File: src/http_start_line_parser_assert.svh
// ---------------------------------------------------------------------------
// HTTP start line parser assertion macros
// Shared concurrent assertion forms, clocked on clock and disabled in reset.
// ---------------------------------------------------------------------------
`ifndef HTTP_START_LINE_PARSER_ASSERT_SVH
`define HTTP_START_LINE_PARSER_ASSERT_SVH

// Same-cycle implication: when ante holds, cons holds at that edge.
`define HSLP_ASSERT_IMP(label, ante, cons, msg) \
   label: assert property (@(posedge clock) disable iff (reset) (ante) |-> (cons)) \
      else $error(msg);

// Next-cycle implication: when ante holds, cons holds at the following edge.
`define HSLP_ASSERT_NXT(label, ante, cons, msg) \
   label: assert property (@(posedge clock) disable iff (reset) (ante) |=> (cons)) \
      else $error(msg);

`endif

File: src/hslp_pkg.sv
// ---------------------------------------------------------------------------
// HTTP start line parser package
// Types, keyword tables and lookup functions shared by the parser modules.
// ---------------------------------------------------------------------------
package hslp_pkg;

   // Parser phases.
   typedef enum logic [3:0] {
      PHASE_METHOD      = 4'd0,
      PHASE_METHOD_END  = 4'd1,
      PHASE_URI         = 4'd2,
      PHASE_VERSION     = 4'd3,
      PHASE_VERSION_END = 4'd4,
      PHASE_STATUS      = 4'd5,
      PHASE_STATUS_END  = 4'd6,
      PHASE_REASON      = 4'd7,
      PHASE_DONE        = 4'd8,
      PHASE_ERROR       = 4'd9
   } phase_type;

   typedef enum logic [1:0] {
      KIND_NONE   = 2'd0,
      KIND_URI    = 2'd1,
      KIND_REASON = 2'd2
   } text_kind_type;

   localparam logic [3:0] METHOD_NONE = 4'd0;
   localparam logic [3:0] METHOD_GET  = 4'd2;

   localparam logic [2:0] VERSION_NONE = 3'd0;
   localparam logic [2:0] VERSION_0_9  = 3'd1;

   localparam logic [7:0] CHAR_LF    = 8'h0A;
   localparam logic [7:0] CHAR_SPACE = 8'h20;
   localparam logic [7:0] CHAR_TAB   = 8'h09;
   localparam logic [7:0] CHAR_CR    = 8'h0D;
   localparam logic [7:0] CHAR_ZERO  = 8'h30;
   localparam logic [7:0] CHAR_NINE  = 8'h39;

   // Longest stored match and the point past which a field is too long.
   localparam int MATCH_BYTES = 8;
   localparam logic [3:0] METHOD_MAX_LEN  = 4'd7;
   localparam logic [3:0] VERSION_MAX_LEN = 4'd8;
   localparam logic [3:0] MATCH_LEN_CAP   = 4'd15;
   localparam logic [3:0] STATUS_DIGITS   = 4'd3;

   // Keywords, first character in the low byte, zero padded.
   localparam int NUM_METHODS  = 9;
   localparam int NUM_VERSIONS = 3;

   localparam logic [63:0] METHOD_TEXT [NUM_METHODS] = '{
      64'h0053_4E4F_4954_504F,   // OPTIONS
      64'h0000_0000_0054_4547,   // GET
      64'h0000_0000_4441_4548,   // HEAD
      64'h0000_0000_5453_4F50,   // POST
      64'h0000_0000_0054_5550,   // PUT
      64'h0000_0048_4354_4150,   // PATCH
      64'h0000_4554_454C_4544,   // DELETE
      64'h0000_0045_4341_5254,   // TRACE
      64'h0054_4345_4E4E_4F43    // CONNECT
   };
   localparam logic [3:0] METHOD_LEN [NUM_METHODS] = '{
      4'd7, 4'd3, 4'd4, 4'd4, 4'd3, 4'd5, 4'd6, 4'd5, 4'd7
   };

   localparam logic [63:0] VERSION_TEXT [NUM_VERSIONS] = '{
      64'h302E_312F_5054_5448,   // HTTP/1.0
      64'h312E_312F_5054_5448,   // HTTP/1.1
      64'h0000_322F_5054_5448    // HTTP/2
   };
   localparam logic [3:0] VERSION_LEN [NUM_VERSIONS] = '{4'd8, 4'd8, 4'd6};

   // Depth of the queue between the classifier and the parser.
   localparam int QUEUE_DEPTH   = 4;
   localparam int QUEUE_PTR_W   = $clog2(QUEUE_DEPTH);
   localparam int QUEUE_COUNT_W = $clog2(QUEUE_DEPTH + 1);

   // One classified byte or restart request.
   typedef struct packed {
      logic       command;
      logic [7:0] data_byte;
      logic       is_ws;
      logic       is_lf;
      logic       is_digit;
      logic [3:0] digit;
   } token_type;

   // Method code for an exact keyword match, METHOD_NONE otherwise.
   function automatic logic [3:0] method_lookup(input logic [63:0] text,
                                                input logic [3:0]  len);
      logic [3:0] code;
      code = METHOD_NONE;
      for (int i = NUM_METHODS - 1; i >= 0; i--) begin
         if (len == METHOD_LEN[i] && text == METHOD_TEXT[i]) begin
            code = 4'(i + 1);
         end
      end
      return code;
   endfunction

   // Version code for an exact keyword match, VERSION_NONE otherwise.
   function automatic logic [2:0] version_lookup(input logic [63:0] text,
                                                 input logic [3:0]  len);
      logic [2:0] code;
      code = VERSION_NONE;
      for (int i = NUM_VERSIONS - 1; i >= 0; i--) begin
         if (len == VERSION_LEN[i] && text == VERSION_TEXT[i]) begin
            code = 3'(i + 2);
         end
      end
      return code;
   endfunction

endpackage

File: src/hslp_front.sv
// ---------------------------------------------------------------------------
// HTTP start line parser front end
// Accepts request transactions and classifies each byte for the parser.
// ---------------------------------------------------------------------------
module hslp_front (
   input  logic                  req_valid,
   output logic                  req_stall,
   input  logic                  req_command,
   input  logic [7:0]            req_data_byte,
   input  logic                  queue_full,
   output logic                  push,
   output hslp_pkg::token_type   push_token
);
   import hslp_pkg::*;

   assign req_stall = queue_full;
   assign push      = req_valid && !queue_full;

   always_comb begin
      push_token.command   = req_command;
      push_token.data_byte = req_data_byte;
      push_token.is_ws     = (req_data_byte == CHAR_SPACE) ||
                             (req_data_byte >= CHAR_TAB && req_data_byte <= CHAR_CR);
      push_token.is_lf     = (req_data_byte == CHAR_LF);
      push_token.is_digit  = (req_data_byte >= CHAR_ZERO && req_data_byte <= CHAR_NINE);
      // ASCII digits carry their value in the low nibble.
      push_token.digit     = req_data_byte[3:0];
   end

endmodule

File: src/hslp_queue.sv
// ---------------------------------------------------------------------------
// HTTP start line parser token queue
// Small first-in first-out buffer between the classifier and the parser.
// ---------------------------------------------------------------------------
module hslp_queue (
   input  logic                  clock,
   input  logic                  reset,
   input  logic                  push,
   input  hslp_pkg::token_type   push_token,
   output logic                  full,
   input  logic                  pop,
   output logic                  head_valid,
   output hslp_pkg::token_type   head_token
);
   import hslp_pkg::*;

   `include "http_start_line_parser_assert.svh"

   token_type                  entry_ff [QUEUE_DEPTH];
   logic [QUEUE_PTR_W-1:0]     wr_ptr_ff, wr_ptr_in;
   logic [QUEUE_PTR_W-1:0]     rd_ptr_ff, rd_ptr_in;
   logic [QUEUE_COUNT_W-1:0]   count_ff, count_in;

   assign full       = (count_ff == QUEUE_COUNT_W'(QUEUE_DEPTH));
   assign head_valid = (count_ff != '0);
   assign head_token = entry_ff[rd_ptr_ff];

   always_comb begin
      wr_ptr_in = wr_ptr_ff;
      rd_ptr_in = rd_ptr_ff;
      count_in  = count_ff;
      if (push) begin
         wr_ptr_in = (wr_ptr_ff == QUEUE_PTR_W'(QUEUE_DEPTH - 1)) ? '0 : wr_ptr_ff + 1'b1;
      end
      if (pop) begin
         rd_ptr_in = (rd_ptr_ff == QUEUE_PTR_W'(QUEUE_DEPTH - 1)) ? '0 : rd_ptr_ff + 1'b1;
      end
      if (push && !pop) begin
         count_in = count_ff + 1'b1;
      end else if (pop && !push) begin
         count_in = count_ff - 1'b1;
      end
   end

   always_ff @(posedge clock) begin
      if (reset) begin
         wr_ptr_ff <= '0;
         rd_ptr_ff <= '0;
         count_ff  <= '0;
      end else begin
         wr_ptr_ff <= wr_ptr_in;
         rd_ptr_ff <= rd_ptr_in;
         count_ff  <= count_in;
      end
   end

   always_ff @(posedge clock) begin
      if (push) begin
         entry_ff[wr_ptr_ff] <= push_token;
      end
   end

   `HSLP_ASSERT_IMP(a_queue_no_overflow, push, !full, "push into a full queue")
   `HSLP_ASSERT_IMP(a_queue_no_underflow, pop, head_valid, "pop from an empty queue")
   `HSLP_ASSERT_NXT(a_queue_count_step, push && !pop, count_ff == $past(count_ff) + 1'b1,
      "queue count did not grow on push")

endmodule

File: src/hslp_back.sv
// ---------------------------------------------------------------------------
// HTTP start line parser back end
// Runs the start line state machine on classified bytes and holds the result.
// ---------------------------------------------------------------------------
module hslp_back (
   input  logic                  clock,
   input  logic                  reset,
   input  logic                  csr_wr_en,
   input  logic                  csr_wr_data,
   input  logic                  tok_valid,
   input  hslp_pkg::token_type   tok,
   output logic                  tok_pop,
   output logic                  rsp_valid,
   input  logic                  rsp_stall,
   output logic [1:0]            rsp_text_kind,
   output logic [7:0]            rsp_text_byte,
   output logic                  rsp_text_end,
   output logic [3:0]            rsp_method_code,
   output logic [2:0]            rsp_version_code,
   output logic [9:0]            rsp_status_code,
   output logic                  rsp_line_done,
   output logic                  rsp_parse_error
);
   import hslp_pkg::*;

   `include "http_start_line_parser_assert.svh"

   phase_type      phase_ff, phase_in;
   logic           message_type_ff;
   logic [63:0]    match_buffer_ff, match_buffer_in;
   logic [3:0]     match_length_ff, match_length_in;
   logic [3:0]     method_seen_ff, method_seen_in;
   logic [2:0]     version_seen_ff, version_seen_in;
   logic [9:0]     status_value_ff, status_value_in;

   logic           rsp_valid_ff, rsp_valid_in;
   text_kind_type  text_kind_ff, text_kind_in;
   logic [7:0]     text_byte_ff, text_byte_in;
   logic           text_end_ff, text_end_in;

   logic [63:0]    app_buffer;
   logic [3:0]     app_length;
   logic [3:0]     method_hit;
   logic [2:0]     version_hit;
   logic [3:0]     status_count;
   logic [13:0]    status_mac;

   // A token is taken whenever the result register is free or being drained.
   assign tok_pop = tok_valid && (!rsp_valid_ff || !rsp_stall);

   // Keyword buffer with the current byte appended.
   always_comb begin
      app_buffer = match_buffer_ff;
      for (int i = 0; i < MATCH_BYTES; i++) begin
         if (match_length_ff == 4'(i)) begin
            app_buffer[8*i +: 8] = tok.data_byte;
         end
      end
      app_length = (match_length_ff < MATCH_LEN_CAP) ? match_length_ff + 4'd1
                                                     : match_length_ff;
   end

   assign method_hit   = method_lookup(app_buffer, app_length);
   assign version_hit  = version_lookup(app_buffer, app_length);
   assign status_count = match_length_ff + 4'd1;
   assign status_mac   = 14'({status_value_ff, 3'b000}) + 14'({status_value_ff, 1'b0}) +
                         14'(tok.digit);

   // Next phase.
   always_comb begin
      phase_in = phase_ff;
      if (tok.command) begin
         phase_in = message_type_ff ? PHASE_VERSION : PHASE_METHOD;
      end else begin
         unique case (phase_ff)
            PHASE_METHOD: begin
               if (method_hit != METHOD_NONE) begin
                  phase_in = PHASE_METHOD_END;
               end else if (tok.is_ws || app_length > METHOD_MAX_LEN) begin
                  phase_in = PHASE_ERROR;
               end
            end
            PHASE_METHOD_END: begin
               phase_in = tok.is_ws ? PHASE_URI : PHASE_ERROR;
            end
            PHASE_URI: begin
               if (tok.is_lf) begin
                  phase_in = (method_seen_ff == METHOD_GET) ? PHASE_DONE : PHASE_ERROR;
               end else if (tok.is_ws) begin
                  phase_in = PHASE_VERSION;
               end
            end
            PHASE_VERSION: begin
               if (version_hit != VERSION_NONE) begin
                  phase_in = message_type_ff ? PHASE_VERSION_END : PHASE_DONE;
               end else if (tok.is_ws || app_length > VERSION_MAX_LEN) begin
                  phase_in = PHASE_ERROR;
               end
            end
            PHASE_VERSION_END: begin
               phase_in = tok.is_ws ? PHASE_STATUS : PHASE_ERROR;
            end
            PHASE_STATUS: begin
               if (!tok.is_digit) begin
                  phase_in = PHASE_ERROR;
               end else if (status_count >= STATUS_DIGITS) begin
                  phase_in = PHASE_STATUS_END;
               end
            end
            PHASE_STATUS_END: begin
               phase_in = tok.is_ws ? PHASE_REASON : PHASE_ERROR;
            end
            PHASE_REASON: begin
               if (tok.is_lf) begin
                  phase_in = PHASE_DONE;
               end
            end
            default: begin
               phase_in = phase_ff;
            end
         endcase
      end
   end

   // Match state, parsed values and the text byte of this result.
   always_comb begin
      match_buffer_in = match_buffer_ff;
      match_length_in = match_length_ff;
      method_seen_in  = method_seen_ff;
      version_seen_in = version_seen_ff;
      status_value_in = status_value_ff;
      text_kind_in    = KIND_NONE;
      text_byte_in    = 8'd0;
      text_end_in     = 1'b0;
      if (tok.command) begin
         match_buffer_in = '0;
         match_length_in = '0;
         method_seen_in  = METHOD_NONE;
         version_seen_in = VERSION_NONE;
         status_value_in = '0;
      end else begin
         unique case (phase_ff)
            PHASE_METHOD: begin
               if (method_hit != METHOD_NONE) begin
                  method_seen_in  = method_hit;
                  match_buffer_in = '0;
                  match_length_in = '0;
               end else if (tok.is_ws || app_length > METHOD_MAX_LEN) begin
                  match_buffer_in = '0;
                  match_length_in = '0;
               end else begin
                  match_buffer_in = app_buffer;
                  match_length_in = app_length;
               end
            end
            PHASE_URI: begin
               text_kind_in = KIND_URI;
               if (tok.is_lf) begin
                  text_end_in = 1'b1;
                  if (method_seen_ff == METHOD_GET) begin
                     version_seen_in = VERSION_0_9;
                  end
               end else if (tok.is_ws) begin
                  text_end_in     = 1'b1;
                  match_buffer_in = '0;
                  match_length_in = '0;
               end else begin
                  text_byte_in = tok.data_byte;
               end
            end
            PHASE_VERSION: begin
               if (version_hit != VERSION_NONE) begin
                  version_seen_in = version_hit;
                  match_buffer_in = '0;
                  match_length_in = '0;
               end else if (tok.is_ws || app_length > VERSION_MAX_LEN) begin
                  match_buffer_in = '0;
                  match_length_in = '0;
               end else begin
                  match_buffer_in = app_buffer;
                  match_length_in = app_length;
               end
            end
            PHASE_VERSION_END: begin
               if (tok.is_ws) begin
                  match_buffer_in = '0;
                  match_length_in = '0;
                  status_value_in = '0;
               end
            end
            PHASE_STATUS: begin
               if (tok.is_digit) begin
                  status_value_in = status_mac[9:0];
                  if (status_count >= STATUS_DIGITS) begin
                     match_buffer_in = '0;
                     match_length_in = '0;
                  end else begin
                     match_length_in = status_count;
                  end
               end else begin
                  match_buffer_in = '0;
                  match_length_in = '0;
               end
            end
            PHASE_REASON: begin
               text_kind_in = KIND_REASON;
               if (tok.is_lf) begin
                  text_end_in = 1'b1;
               end else begin
                  text_byte_in = tok.data_byte;
               end
            end
            default: begin
               text_kind_in = KIND_NONE;
            end
         endcase
      end
   end

   always_comb begin
      if (tok_pop) begin
         rsp_valid_in = 1'b1;
      end else begin
         rsp_valid_in = rsp_valid_ff && rsp_stall;
      end
   end

   always_ff @(posedge clock) begin
      if (reset) begin
         phase_ff        <= PHASE_METHOD;
         message_type_ff <= 1'b0;
         match_buffer_ff <= '0;
         match_length_ff <= '0;
         method_seen_ff  <= METHOD_NONE;
         version_seen_ff <= VERSION_NONE;
         status_value_ff <= '0;
         rsp_valid_ff    <= 1'b0;
      end else begin
         if (csr_wr_en) begin
            message_type_ff <= csr_wr_data;
         end
         if (tok_pop) begin
            phase_ff        <= phase_in;
            match_buffer_ff <= match_buffer_in;
            match_length_ff <= match_length_in;
            method_seen_ff  <= method_seen_in;
            version_seen_ff <= version_seen_in;
            status_value_ff <= status_value_in;
         end
         rsp_valid_ff <= rsp_valid_in;
      end
   end

   always_ff @(posedge clock) begin
      if (tok_pop) begin
         text_kind_ff <= text_kind_in;
         text_byte_ff <= text_byte_in;
         text_end_ff  <= text_end_in;
      end
   end

   // Parsed values change only when a token is taken, so they always belong
   // to the result that is on display.
   assign rsp_valid        = rsp_valid_ff;
   assign rsp_text_kind    = text_kind_ff;
   assign rsp_text_byte    = text_byte_ff;
   assign rsp_text_end     = text_end_ff;
   assign rsp_method_code  = method_seen_ff;
   assign rsp_version_code = version_seen_ff;
   assign rsp_status_code  = status_value_ff;
   assign rsp_line_done    = (phase_ff == PHASE_DONE);
   assign rsp_parse_error  = (phase_ff == PHASE_ERROR);

   `HSLP_ASSERT_IMP(a_back_end_has_kind, rsp_valid_ff && text_end_ff,
      text_kind_ff != KIND_NONE, "text end without a text field")
   `HSLP_ASSERT_IMP(a_back_status_count, phase_ff == PHASE_STATUS,
      match_length_ff < STATUS_DIGITS, "status digit count out of range")
   `HSLP_ASSERT_NXT(a_back_restart_clears, tok_pop && tok.command,
      method_seen_ff == METHOD_NONE && status_value_ff == 10'd0,
      "restart left parsed values behind")
   `HSLP_ASSERT_NXT(a_back_phase_holds, !tok_pop, $stable(phase_ff),
      "phase moved without a token")

endmodule

File: src/http_start_line_parser.sv
// ---------------------------------------------------------------------------
// HTTP start line parser
// Parses an HTTP request line or response status line, one byte per
// transaction, and returns one result transaction for every byte.
// ---------------------------------------------------------------------------
//
//   Channel   Direction   Handshake             Payload
//   req_      in          req_valid/req_stall   command, data byte
//   rsp_      out         rsp_valid/rsp_stall   text, method, version, status, flags
//   csr_      in          csr_wr_en             message type (0 request, 1 response)
//
// Throughput is one byte per cycle while rsp_stall is low: the back end handles one
// token per cycle and its keyword compares finish within that cycle. An accepted byte
// goes into the token queue, then into the result register, and is offered from there.
// Reset is synchronous and active high; it empties the queue and expects a method.
// req_stall rises only when the four-entry token queue is full, so a stalled
// result side backs up into the queue before it holds off new bytes.
// ---------------------------------------------------------------------------
module http_start_line_parser (
   input  logic        clock,
   input  logic        reset,
   input  logic        csr_wr_en,
   input  logic        csr_wr_data,
   input  logic        req_valid,
   output logic        req_stall,
   input  logic        req_command,
   input  logic [7:0]  req_data_byte,
   output logic        rsp_valid,
   input  logic        rsp_stall,
   output logic [1:0]  rsp_text_kind,
   output logic [7:0]  rsp_text_byte,
   output logic        rsp_text_end,
   output logic [3:0]  rsp_method_code,
   output logic [2:0]  rsp_version_code,
   output logic [9:0]  rsp_status_code,
   output logic        rsp_line_done,
   output logic        rsp_parse_error
);
   import hslp_pkg::*;

   // Classified bytes travel from the front end to the queue as tokens.
   logic       push;
   token_type  push_token;
   logic       queue_full;

   // The back end pops the head token whenever its result register is free or being drained.
   logic       head_valid;
   token_type  head_token;
   logic       pop;

   // The front end only decodes the byte; the queue absorbs short stalls of
   // the result side so that new transactions keep flowing.
   hslp_front u_front (
      .req_valid     (req_valid),
      .req_stall     (req_stall),
      .req_command   (req_command),
      .req_data_byte (req_data_byte),
      .queue_full    (queue_full),
      .push          (push),
      .push_token    (push_token)
   );

   hslp_queue u_queue (
      .clock      (clock),
      .reset      (reset),
      .push       (push),
      .push_token (push_token),
      .full       (queue_full),
      .pop        (pop),
      .head_valid (head_valid),
      .head_token (head_token)
   );

   // The back end owns the message type register; a new type takes effect at
   // the next restart command, and it also decides how a matched version ends.
   hslp_back u_back (
      .clock            (clock),
      .reset            (reset),
      .csr_wr_en        (csr_wr_en),
      .csr_wr_data      (csr_wr_data),
      .tok_valid        (head_valid),
      .tok              (head_token),
      .tok_pop          (pop),
      .rsp_valid        (rsp_valid),
      .rsp_stall        (rsp_stall),
      .rsp_text_kind    (rsp_text_kind),
      .rsp_text_byte    (rsp_text_byte),
      .rsp_text_end     (rsp_text_end),
      .rsp_method_code  (rsp_method_code),
      .rsp_version_code (rsp_version_code),
      .rsp_status_code  (rsp_status_code),
      .rsp_line_done    (rsp_line_done),
      .rsp_parse_error  (rsp_parse_error)
   );

endmodule
File: config.mk
export PLATFORM = sky130hd
export DESIGN_NAME = http_start_line_parser
export DESIGN_NICKNAME = d
export VERILOG_FILES = /design/src/hslp_pkg.sv /design/src/hslp_front.sv /design/src/hslp_queue.sv /design/src/hslp_back.sv /design/src/http_start_line_parser.sv
export VERILOG_INCLUDE_DIRS = /design/src /design/src/src
export SDC_FILE = /design/constraint.sdc
export NUM_CORES = 1
export LEC_CHECK = 0
export BUFFER_PORTS_ARGS = -buffer_cell sky130_fd_sc_hd__buf_2
export CORE_ASPECT_RATIO = 0.8
export CORE_UTILIZATION = 23
export CTS_CLUSTER_SIZE = 28
export DETAILED_ROUTE_END_ITERATION = 10
export GPL_TIMING_DRIVEN = 0
export SYNTH_ARGS = -nofsm -noshare
export SYNTH_HDL_FRONTEND = slang
export SYNTH_SLANG_ARGS = --single-unit
File: constraint.sdc
create_clock -name clock -period 11.47 [get_ports clock]
set_clock_uncertainty 0.2 [all_clocks]
set_input_delay 2.8675 -clock clock [delete_from_list [all_inputs] [get_ports clock]]
set_output_delay 2.8675 -clock clock [all_outputs]
set_load 0.01 [all_outputs]
==> results by group <==
Synthesis
  • Register area share after synthesis: 39.5%
  • Synth area leaders: dfxtp_1 21%, edfxtp_1 19%, mux4_2 4.7%, nor2_1 4.0%, ha_1 3.1%
  • Ys flop type: dfxtp_1
  • Mapped cell area: 9560 µm²
  • #FFs+latches synth: 159
  • Netlist cell types: 89
  • Synth area leader: dfxtp_1
  • Synth Warn #: 0
  • Post-Syn Area per Cell: 9.43 µm²
  • Post-Synthesis Cells: 1014
  • Post-synth ARST share: 0%
  • Net Count, Synth: 1056
  • Synth top area share: 20.9%
  • Number of synthesized flops with an enable pin: 59

Worst setup path
  • CP Capture Type: flip-flop
  • CP max-delay cell: o21ai_0
  • CP dominant cell by count: nor4_1
  • Slack of the worst reg-to-reg path: 5.49 ns
  • CP cell instances: ha_1 > nor3b_2 > clkbuf_1 > nor2_1 > a21oi_1 > a211oi_1 > nand4bb_1 > nor4_1 > nor4_1 > nand2_1 > o21ai_0 > o211ai_1 > o32ai_1
  • CP Max Fanout: 10
  • Crit Path Class: reg2reg
  • CP bufs+invs: 1
  • CP arrival: 6.12 ns
  • RR Endpoint: u_back.match_buffer_ff[34]
  • Setup crit start kind: flip-flop
  • Top delay family on crit path: compound AO/OA/AOI/OAI gates
  • R2R cell count: 13
  • Critical Path Source: u_back.match_length_ff[1]
  • Slowest Stage Delay on Critical Path: 0.97 ns
  • Reg2reg start: u_back.match_length_ff[1]
  • CP Data Required Time: 11.61 ns

Floorplan
  • Die W: 230 µm
  • Initial Util: 23.4%
  • Io pins: 47
  • Core area: 40800 µm²
  • Die footprint: 42400 µm²
  • Die Y: 184 µm
  • Row Count: 66

Final layout
  • Antenna fix cells: 0
  • Fill cells: 4315
  • Post-route design area: 11100 µm²
  • Fin cells: 1635
  • Layout cells sized above 1: 13.8%
  • Final net count: 1120
  • Area delta synth->final: 15.9%

Detailed routing
  • Initial detailed-routing violation count: 1041
  • Vias: 8929
  • Routed WL: 35.5 mm
  • Via density: 5.46
  • WL/cell: 21.7 µm
  • Final ANT Viol Nets: 0
  • DR DRC count: 0
  • Drt first pass iters: 5

Power
  • Leak: 0.00390 µW
  • Clk pwr share: 26.5%
  • Pwr Density: 205 nW/µm²
  • P_int: 1300 µW
  • Peak VDD IR: 0.000101 V
  • Sw frac: 42.9%
  • Flop pwr share: 30.5%
  • Combinational share of power: 43.0%
  • Net Switching: 975 µW

Global routing
  • All-Layer GR Usage: 16.8%
  • First-pass GRT wire length: 53.0 mm
  • Pin count of the biggest net entering global routing: 17
  • Gr ovfl total: 0
  • Initial antenna violation count: 2
  • Vias in the first global route: 8293

Clocking
  • Htree depth: 4
  • Post-CTS setup repair buffer count: 0
  • Worst-skew pair later-pin latency: 0.45 ns
  • Clock Pin Slew Worst Setup and Hold Paths: 0.06 ns
  • Max Root-Sink Buffers: 2
  • Root Driver: clkbuf_16
  • Num CTS Buffers: 17
  • Clock Sinks: 159
  • CTS tree: built
  • Cts hold-fix bufs: 0
  • Post-CTS sizing: 0

Timing
  • Tightest Pin Transition: 1.23 ns
  • Final setup TNS: 0 ns
  • Min Tclk post-route: 5.98 ns
  • Final Hold Fails: 0
  • Max Freq: 0.167 GHz
  • Crit share post-route: 52.1%
  • Final Setup Violations: 0
  • Slew margin rel.: 17.4%
  • Fin. max-slew vios: 0
  • RSZ-0062 raised after global routing: false
  • Final WS setup: 5.49 ns

Place
  • Total placed cells including tap cells: 1603
  • HPWL after detailed placement: 27.0 mm
  • Dpl cell area: 10500 µm²
  • Dpl ws: 5.33 ns
  • GPL Wtd Cong: 1.04
  • PortBufs: 45

Hold path
  • Hold WC Path Type: reg2reg
  • Hold Crit Start: u_back.rsp_version_code[1]
  • Hold Crit Endpoint: u_back.rsp_version_code[1]
  • Hold depth: 2

Flow run
  • Max-cap viol count: 0

Outcome
  • Outcome: complete, no violations
-- flip-flops by register name (all words and copies together), names as in the netlist, 2 cells and up, named ones only --
register	flops
u_back.match_buffer_ff	64
u_back.match_length_ff	4
u_back.phase_ff	4
u_back.rsp_method_code	4
u_back.rsp_status_code	10
u_back.rsp_text_byte	8
u_back.rsp_text_kind	2
u_back.rsp_version_code	3
u_queue.count_ff	3
u_queue.entry_ff	48
u_queue.rd_ptr_ff	2
u_queue.wr_ptr_ff	2
-- power by group through the flow --
stage	clock network, µW	logic, µW	registers (µW)
finish	603	978	693
global route	634	1040	700
CTS	607	958	693
detailed placement	0	954	704
global placement	0	953	703
floorplan	0	615	702
-- per-stage QoR --
step           hold slack [ns]  util, %  power, µW
2_1_floorplan            0.228        -       1320
3_3_place_gp             0.240     25.7       1660
3_5_place_dp             0.243     25.7       1660
4_1_cts                  0.260     27.2       2260
5_1_grt                  0.280     27.2       2370
6_report                 0.257     27.2       2270
-- metal layers --
metal / global-route usage (%) / vias to the layer above / share of wire, %
met3: 4.81 / 50 / 9.9
li1: - / 4006 / -
met4: 4.90 / 0 / 2.1
met5: 0 / - / 0
met1: 24.0 / 4435 / 46
met2: 24.1 / 438 / 42
-- final cells by class --
type / instances / area (µm²) / area share, %
Timing Repair Buffer: 45 / 225 / 2.03
Clock inverter: 11 / 126 / 1.14
Multi-Input combinational cell: 748 / 5350 / 48.2
Clock buffer: 21 / 493 / 4.45
Tap cell: 544 / 681 / 6.14
Sequential cell: 159 / 3770 / 34.0
Inverter: 45 / 169 / 1.52
Buffer: 62 / 277 / 2.49
-- cell usage after synthesis, types with 17 or more instances --
master    instances
nand2_1          72
nor2b_1          24
a21oi_1          37
mux2i_1          27
mux4_2           20
a2bb2o_1         20
dfxtp_1         100
edfxtp_1         59
o21ai_0          28
nor3_1           29
nand4_1          32
o32ai_1          17
nor2_1          102
o22ai_1          18
inv_1            43
ha_1             24
nand3_1          39
clkbuf_1         38
-- worst max-delay path by stage --
stage,to,slack [ns],cells past startpoint
floorplan,u_back.match_buffer_ff[25],6.46,8
CTS,u_back.match_buffer_ff[57],5.77,9
detailed placement,u_back.match_buffer_ff[57],5.33,9
global route,u_back.match_buffer_ff[55],5.42,14
finish,u_back.match_buffer_ff[34],5.49,13
global placement,u_back.match_buffer_ff[25],5.35,9
-- cell usage in the layout, fill, tap and decap left out, drive strengths merged, types with 33 or more instances in the layout --
| cell type | count |
|---|---|
| dfxtp | 100 |
| inv | 46 |
| nand2 | 72 |
| a21oi | 37 |
| buf | 69 |
| nand3 | 39 |
| nand4 | 33 |
| clkbuf | 59 |
| nor2 | 104 |
| edfxtp | 59 |
-- tightest hold or removal path: cells and delay by family (launching register included) --
| family | cells | cell delay [ns] |
|---|---|---|
| mux | 1 | 0.05 |
| flops | 1 | 0.31 |
| simple gates | 1 | 0.05 |
-- kinds of logic (layout without fill, tap and decap cells) --
group | Yosys count | in the layout | synth area share [%]
XOR/XNOR | 10 | 10 | 0.916
flip-flops | 159 | 159 | 39.5
AND/OR/NAND/NOR | 420 | 420 | 23.9
adder cells (fa/ha/maj) | 27 | 27 | 3.77
buffers and inverters | 107 | 184 | 4.66
multiplexers | 56 | 56 | 8.79
AO/OA/AOI/OAI | 235 | 235 | 18.5
No activity file was read; power rests on OpenSTA's default activity.
